===== src/rtl/gbu_pkg.sv =====
// Shared types, codes and defaults of the gap buffer text store.
package gbu_pkg;

	// Default sizes
	localparam int CAPACITY_DEF = 4096;
	localparam int HISTORY_DEPTH_DEF = 64;
	localparam int SAVED_BYTES_DEF = 4096;

	// Width of the position, count and length fields
	localparam int FW = 13;

	// Request codes
	localparam logic [2:0] REQ_INS = 3'd0;
	localparam logic [2:0] REQ_DEL = 3'd1;
	localparam logic [2:0] REQ_MOVE = 3'd2;
	localparam logic [2:0] REQ_UNDO = 3'd3;
	localparam logic [2:0] REQ_REDO = 3'd4;
	localparam logic [2:0] REQ_READ = 3'd5;

	// History entry kinds
	localparam logic KIND_INS = 1'b0;
	localparam logic KIND_DEL = 1'b1;

	// Result status codes
	typedef enum logic [2:0] {
		ST_OK     = 3'd0,
		ST_RANGE  = 3'd1,
		ST_FULL   = 3'd2,
		ST_NOUNDO = 3'd3,
		ST_NOREDO = 3'd4,
		ST_BUSY   = 3'd5
	} status_t;

	// Micro commands from the controller to the datapath
	typedef struct packed {
		logic    latch;
		logic    ins;
		logic    rd_text;
		logic    tgt_pos;
		logic    tgt_ent;
		logic    mv_rd;
		logic    mv_wr;
		logic    hist_rd;
		logic    hist_redo;
		logic    ent_ld;
		logic    del_begin;
		logic    cut;
		logic    cp_clr;
		logic    cp_rd;
		logic    cp_wr;
		logic    cp_paste;
		logic    del_end;
		logic    undo_end;
		logic    redo_end;
		logic    fin;
		logic    fin_rd;
		status_t code;
	} cmd_t;

	// Conditions reported by the datapath
	typedef struct packed {
		logic [2:0] typ;
		logic       full;
		logic       run_open;
		logic       del_bad;
		logic       mv_bad;
		logic       rd_bad;
		logic       top_zero;
		logic       redo_bad;
		logic       ent_ins;
		logic       cut_fit;
		logic       paste_fit;
		logic       at_tgt;
		logic       del_rec;
		logic       copy_done;
	} stat_t;

endpackage


===== src/rtl/gbu_ctrl.sv =====
// Controller: sequences each request into datapath micro commands.
module gbu_ctrl (
	input  logic           clk,
	input  logic           arst_n,
	input  logic           start,
	output logic           busy,
	input  gbu_pkg::stat_t stat,
	output gbu_pkg::cmd_t  cmd
);

	typedef enum logic [10:0] {
		S_IDLE = 11'b00000000001,
		S_DEC  = 11'b00000000010,
		S_RDW  = 11'b00000000100,
		S_MV   = 11'b00000001000,
		S_MVW  = 11'b00000010000,
		S_HRD  = 11'b00000100000,
		S_HCHK = 11'b00001000000,
		S_ACT  = 11'b00010000000,
		S_CPR  = 11'b00100000000,
		S_CPW  = 11'b01000000000,
		S_END  = 11'b10000000000
	} state_t;

	typedef enum logic [1:0] {
		ACT_NONE  = 2'd0,
		ACT_DEL   = 2'd1,
		ACT_CUT   = 2'd2,
		ACT_PASTE = 2'd3
	} act_t;

	state_t state_q, state_d;
	act_t   act_q, act_d;
	logic   undo_q, undo_d;
	logic   paste;

	assign busy = (state_q != S_IDLE);
	assign paste = undo_q ^ stat.ent_ins;

	// Next state and commands
	always_comb begin
		state_d = state_q;
		act_d = act_q;
		undo_d = undo_q;
		cmd = '0;
		cmd.code = gbu_pkg::ST_OK;
		cmd.cp_paste = (act_q == ACT_PASTE);
		case (state_q)
			S_IDLE: begin
				if (start) begin
					cmd.latch = 1'b1;
					state_d = S_DEC;
				end
			end
			S_DEC: begin
				state_d = S_IDLE;
				if (stat.typ == gbu_pkg::REQ_INS) begin
					cmd.ins = 1'b1;
					cmd.fin = 1'b1;
					cmd.code = stat.full ? gbu_pkg::ST_FULL : gbu_pkg::ST_OK;
				end else if (stat.typ > gbu_pkg::REQ_READ) begin
					cmd.fin = 1'b1;
					cmd.code = gbu_pkg::ST_RANGE;
				end else if (stat.run_open) begin
					cmd.fin = 1'b1;
					cmd.code = gbu_pkg::ST_BUSY;
				end else begin
					case (stat.typ)
						gbu_pkg::REQ_DEL: begin
							if (stat.del_bad) begin
								cmd.fin = 1'b1;
								cmd.code = gbu_pkg::ST_RANGE;
							end else begin
								cmd.tgt_pos = 1'b1;
								act_d = ACT_DEL;
								state_d = S_MV;
							end
						end
						gbu_pkg::REQ_MOVE: begin
							if (stat.mv_bad) begin
								cmd.fin = 1'b1;
								cmd.code = gbu_pkg::ST_RANGE;
							end else begin
								cmd.tgt_pos = 1'b1;
								act_d = ACT_NONE;
								state_d = S_MV;
							end
						end
						gbu_pkg::REQ_UNDO: begin
							if (stat.top_zero) begin
								cmd.fin = 1'b1;
								cmd.code = gbu_pkg::ST_NOUNDO;
							end else begin
								cmd.hist_rd = 1'b1;
								undo_d = 1'b1;
								state_d = S_HRD;
							end
						end
						gbu_pkg::REQ_REDO: begin
							if (stat.redo_bad) begin
								cmd.fin = 1'b1;
								cmd.code = gbu_pkg::ST_NOREDO;
							end else begin
								cmd.hist_rd = 1'b1;
								cmd.hist_redo = 1'b1;
								undo_d = 1'b0;
								state_d = S_HRD;
							end
						end
						default: begin
							if (stat.rd_bad) begin
								cmd.fin = 1'b1;
								cmd.code = gbu_pkg::ST_RANGE;
							end else begin
								cmd.rd_text = 1'b1;
								state_d = S_RDW;
							end
						end
					endcase
				end
			end
			S_RDW: begin
				cmd.fin = 1'b1;
				cmd.fin_rd = 1'b1;
				state_d = S_IDLE;
			end
			S_HRD: begin
				cmd.ent_ld = 1'b1;
				state_d = S_HCHK;
			end
			S_HCHK: begin
				if (paste ? stat.paste_fit : stat.cut_fit) begin
					cmd.tgt_ent = 1'b1;
					act_d = paste ? ACT_PASTE : ACT_CUT;
					state_d = S_MV;
				end else begin
					cmd.fin = 1'b1;
					cmd.code = gbu_pkg::ST_RANGE;
					state_d = S_IDLE;
				end
			end
			S_MV: begin
				if (stat.at_tgt) begin
					state_d = S_ACT;
				end else begin
					cmd.mv_rd = 1'b1;
					state_d = S_MVW;
				end
			end
			S_MVW: begin
				cmd.mv_wr = 1'b1;
				state_d = S_MV;
			end
			S_ACT: begin
				case (act_q)
					ACT_DEL: begin
						cmd.del_begin = 1'b1;
						state_d = stat.del_rec ? S_CPR : S_END;
					end
					ACT_CUT: begin
						cmd.cut = 1'b1;
						state_d = S_END;
					end
					ACT_PASTE: begin
						cmd.cp_clr = 1'b1;
						state_d = S_CPR;
					end
					default: begin
						cmd.fin = 1'b1;
						state_d = S_IDLE;
					end
				endcase
			end
			S_CPR: begin
				if (stat.copy_done) begin
					state_d = S_END;
				end else begin
					cmd.cp_rd = 1'b1;
					state_d = S_CPW;
				end
			end
			S_CPW: begin
				cmd.cp_wr = 1'b1;
				state_d = S_CPR;
			end
			S_END: begin
				if (act_q == ACT_DEL) cmd.del_end = 1'b1;
				else if (undo_q) cmd.undo_end = 1'b1;
				else cmd.redo_end = 1'b1;
				cmd.fin = 1'b1;
				state_d = S_IDLE;
			end
			default: begin
				state_d = S_IDLE;
			end
		endcase
	end

	// Advance state
	always_ff @(posedge clk or negedge arst_n) begin
		if (!arst_n) begin
			state_q <= S_IDLE;
			act_q <= ACT_NONE;
			undo_q <= 1'b0;
		end else begin
			state_q <= state_d;
			act_q <= act_d;
			undo_q <= undo_d;
		end
	end

endmodule


===== config.mk =====
export PLATFORM = sky130hd
export DESIGN_NAME = gbu_ctrl
export DESIGN_NICKNAME = d
export VERILOG_FILES = /design/src/rtl/gbu_pkg.sv /design/src/rtl/gbu_ctrl.sv
export SDC_FILE = /design/constraint.sdc
export NUM_CORES = 1
export LEC_CHECK = 0
export BUFFER_PORTS_ARGS = -buffer_cell sky130_fd_sc_hd__buf_2
export CAP_MARGIN = 20
export CORE_UTILIZATION = 50
export CTS_BUF_LIST = sky130_fd_sc_hd__clkbuf_4 sky130_fd_sc_hd__clkbuf_8
export CTS_CLUSTER_DIAMETER = 200
export DETAILED_ROUTE_END_ITERATION = 10
export GPL_TIMING_DRIVEN = 0
export PLACE_DENSITY = 0.81
export SKIP_CTS_REPAIR_TIMING = 1
export SYNTH_ARGS = -nofsm -noshare
export SYNTH_HDL_FRONTEND = slang
export SYNTH_SLANG_ARGS = --single-unit

===== constraint.sdc =====
create_clock -name clk -period 2.4 [get_ports clk]
set_clock_uncertainty 0.15 [all_clocks]
set_input_delay 0.12 -clock clk [delete_from_list [all_inputs] [get_ports clk]]
set_output_delay 0.12 -clock clk [all_outputs]
set_load 0.01 [all_outputs]

==> impl_metrics.py <==
metrics = {
    "finish": {
        "final_area_um2": 1619,
        "drive_gt1_frac": 0.3850,
        "finalNonFillerCells": 228,
        "finalNetCount": 220,
        "nFillCells": 187,
        "area_delta_synth_final_pct": 34.09,
        "final_common_cell": "buf_2",
        "n_antenna_cell": 0,
        "layout_common_cells": "buf_2, nor2_1, dfrtp_1",
    },
    "detailed_routing": {
        "wl_met3_um": 193,
        "drt-vias-per-instance": 5.947,
        "met2_length_mm": 1.799,
        "drc_errors": 0,
        "highest_layer": "met4",
        "drt_iter0_drc": 25,
        "wl_met1_mm": 1.342,
        "drtAntennaViolNets": 0,
        "wire_per_inst_um": 14.71,
        "drt_first_pass_iters": 4,
        "routed_wl_mm": 3.355,
        "num_vias": 1356,
    },
    "die": {
        "fp.dieW_um": 51.14,
        "die-area_um2": 2615,
        "dieHeight_um": 51.14,
        "start_util": 0.5355,
        "fp.coreArea_um2": 2255,
        "io_pins": 44,
        "rows": 17,
    },
    "timing": {
        "worst_pin_slew_ns": 0.4745,
        "min_period_ns": 2.366,
        "hold_ws_ns": -0.009013,
        "finalSetupTns_ns": 0,
        "hold_violations": 2,
        "drv_slew": 0,
        "slew_headroom": 0.6837,
        "fin_crit_sh": 0.9858,
        "clock.fmax_mhz": 422.7,
        "final-setup-viol-count": 0,
    },
    "global_routing": {
        "antenna_found_initial": 0,
        "grt_max_degree": 15,
        "grt_first_pass_wirelength_mm": 5.030,
        "gr-usage-all-layers": 0.2599,
        "grt_overflow": 0,
        "grt_pass1_vias": 1167,
    },
    "worst_setup_path": {
        "critPathArrivalTime_ns": 2.10,
        "path_class": "flop to output port",
        "start_kind": "flop",
        "cp_max_fo": 7,
        "cp-end-kind": "output port",
        "required_ns": 2.13,
    },
    "cts": {
        "clk_pin_slew_ns": 0.09,
        "cts-root-buf": "clkbuf_4",
        "clk_latency_ns": 0.29,
        "clock_path_buffers": 2,
        "tritoncts": "done",
        "cts.sink_count": 14,
        "cts_buffers": 3,
        "htree_levels": 1,
    },
    "status": {
        "violations": "hold timing",
        "run_status": "finished, violations left",
    },
    "placement": {
        "numPortBuffers": 43,
        "placed_area_um2": 1458,
        "post-place-cells": 215,
        "hpwl_mm": 2.401,
        "gp_congestion": 0.8122,
    },
    "pwr": {
        "p_leak_nw": 0.7692,
        "powerDensity_nw_per_um2": 555.9,
        "peakVddDrop_mv": 0.4818,
        "design_power_total_mw": 0.9001,
    },
    "synth": {
        "synth-edff-count": 0,
        "ys_seq_area_frac": 0.2912,
        "avgSynthCellArea_um2": 8.385,
        "synth_cell_type_count": 52,
        "synth-seq-cells": 14,
        "synth_ff_type": "dfrtp_1",
        "syn_inst": 144,
        "synth_fp_nets": 163,
        "syn_area_um2": 1207,
        "yosys_warnings": 0,
        "async_reset_ff_frac": 1.000,
    },
    "hold_path": {
        "hp-class": "input port to flop",
    },
    "job": {
        "cap_violations": 0,
    },
}
-- layer usage --
metal  vias up  global-route usage
met1       651              0.2931
li1        644                   -
met2        55              0.4912
met3         6             0.06845
met4         0             0.03704
met5         -                   0
-- worst paths after layout --
check	startpoint	endpoint	slack, ns	cells after the start
max	state_q[6]$_DFFE_PN0P_	cmd[4]	0.03	5
min	stat[1]	state_q[10]$_DFFE_PN0P_	-0.009	3
max reg2reg	state_q[3]$_DFFE_PN0P_	act_q[0]$_DFFE_PN0P_	0.34	6
min reg2reg	state_q[7]$_DFFE_PN0P_	state_q[6]$_DFFE_PN0P_	0.41	1
max in group asynchronous	arst_n	state_q[0]$_DFFE_PN1P_	1.70	2
min in group asynchronous	arst_n	state_q[3]$_DFFE_PN0P_	0.10	2
-- critical path, cell delays in order (launching register included) --
cell and delay (ns):
dfrtp_2 0.47, or4b_4 0.56, o32a_1 0.29, o22a_1 0.21
o41ai_1 0.08, buf_2 0.19
-- cell usage after synthesis (3+ instances only) --
master | number | area (um2)
or2_2 | 3 | 18.77
nor3_1 | 8 | 40.04
xnor2_1 | 3 | 26.28
clkbuf_1 | 4 | 15.01
nor4_1 | 4 | 25.02
o21bai_1 | 5 | 37.54
nor2_1 | 21 | 78.83
dfrtp_1 | 13 | 325.3
inv_1 | 7 | 26.28
nor2b_1 | 6 | 37.54
nand2_1 | 7 | 26.28
nand2b_1 | 6 | 37.54
a21oi_1 | 3 | 15.01
o21ai_0 | 6 | 30.03
-- metrics by stage --
step | utilization | hold slack (ns) | setup slack, ns
after detailed placement | 0.6465 | -0.1063 | 0.2185
after CTS | 0.6626 | -0.4269 | -0.1131
after floorplan | - | -0.3256 | 0.2776
after global placement | 0.6465 | -0.1173 | 0.2917
after global routing | 0.7181 | 0.005361 | -0.005355
final | 0.7181 | -0.009013 | 0.03410
-- cell type report --
class / count / area (um2) / area share
Sequential cell: 14 / 357.8 / 0.2210
Inverter: 7 / 26.28 / 0.01623
Clock buffer: 4 / 36.28 / 0.02241
Tap cell: 28 / 35.03 / 0.02164
Multi-Input combinational cell: 117 / 839.6 / 0.5185
Buffer: 5 / 21.27 / 0.01314
Timing Repair Buffer: 53 / 302.8 / 0.1870
-- state kept, by name, summed over array words and instances, names as in the netlist --
signal and cells:
undo_q 1, act_q 2, state_q 11
-- cell families (layout without fill, tap and decap cells) --
kind of cell | count (synthesis) | after routing | synth area share
XOR/XNOR | 4 | 4 | 0.02902
AND/OR/NAND/NOR | 78 | 78 | 0.4197
AO/OA/AOI/OAI | 32 | 32 | 0.1907
flip-flops | 14 | 14 | 0.2912
multiplexers | 3 | 3 | 0.02694
buffers and inverters | 13 | 69 | 0.04248
-- report_power, final --
part	internal [mW]	switching (mW)	total (mW)
sequential	0.276	0.0536	0.330
clock	0.0925	0.0854	0.178
combinational	0.175	0.218	0.392
Power figures use the tool's default switching activity.
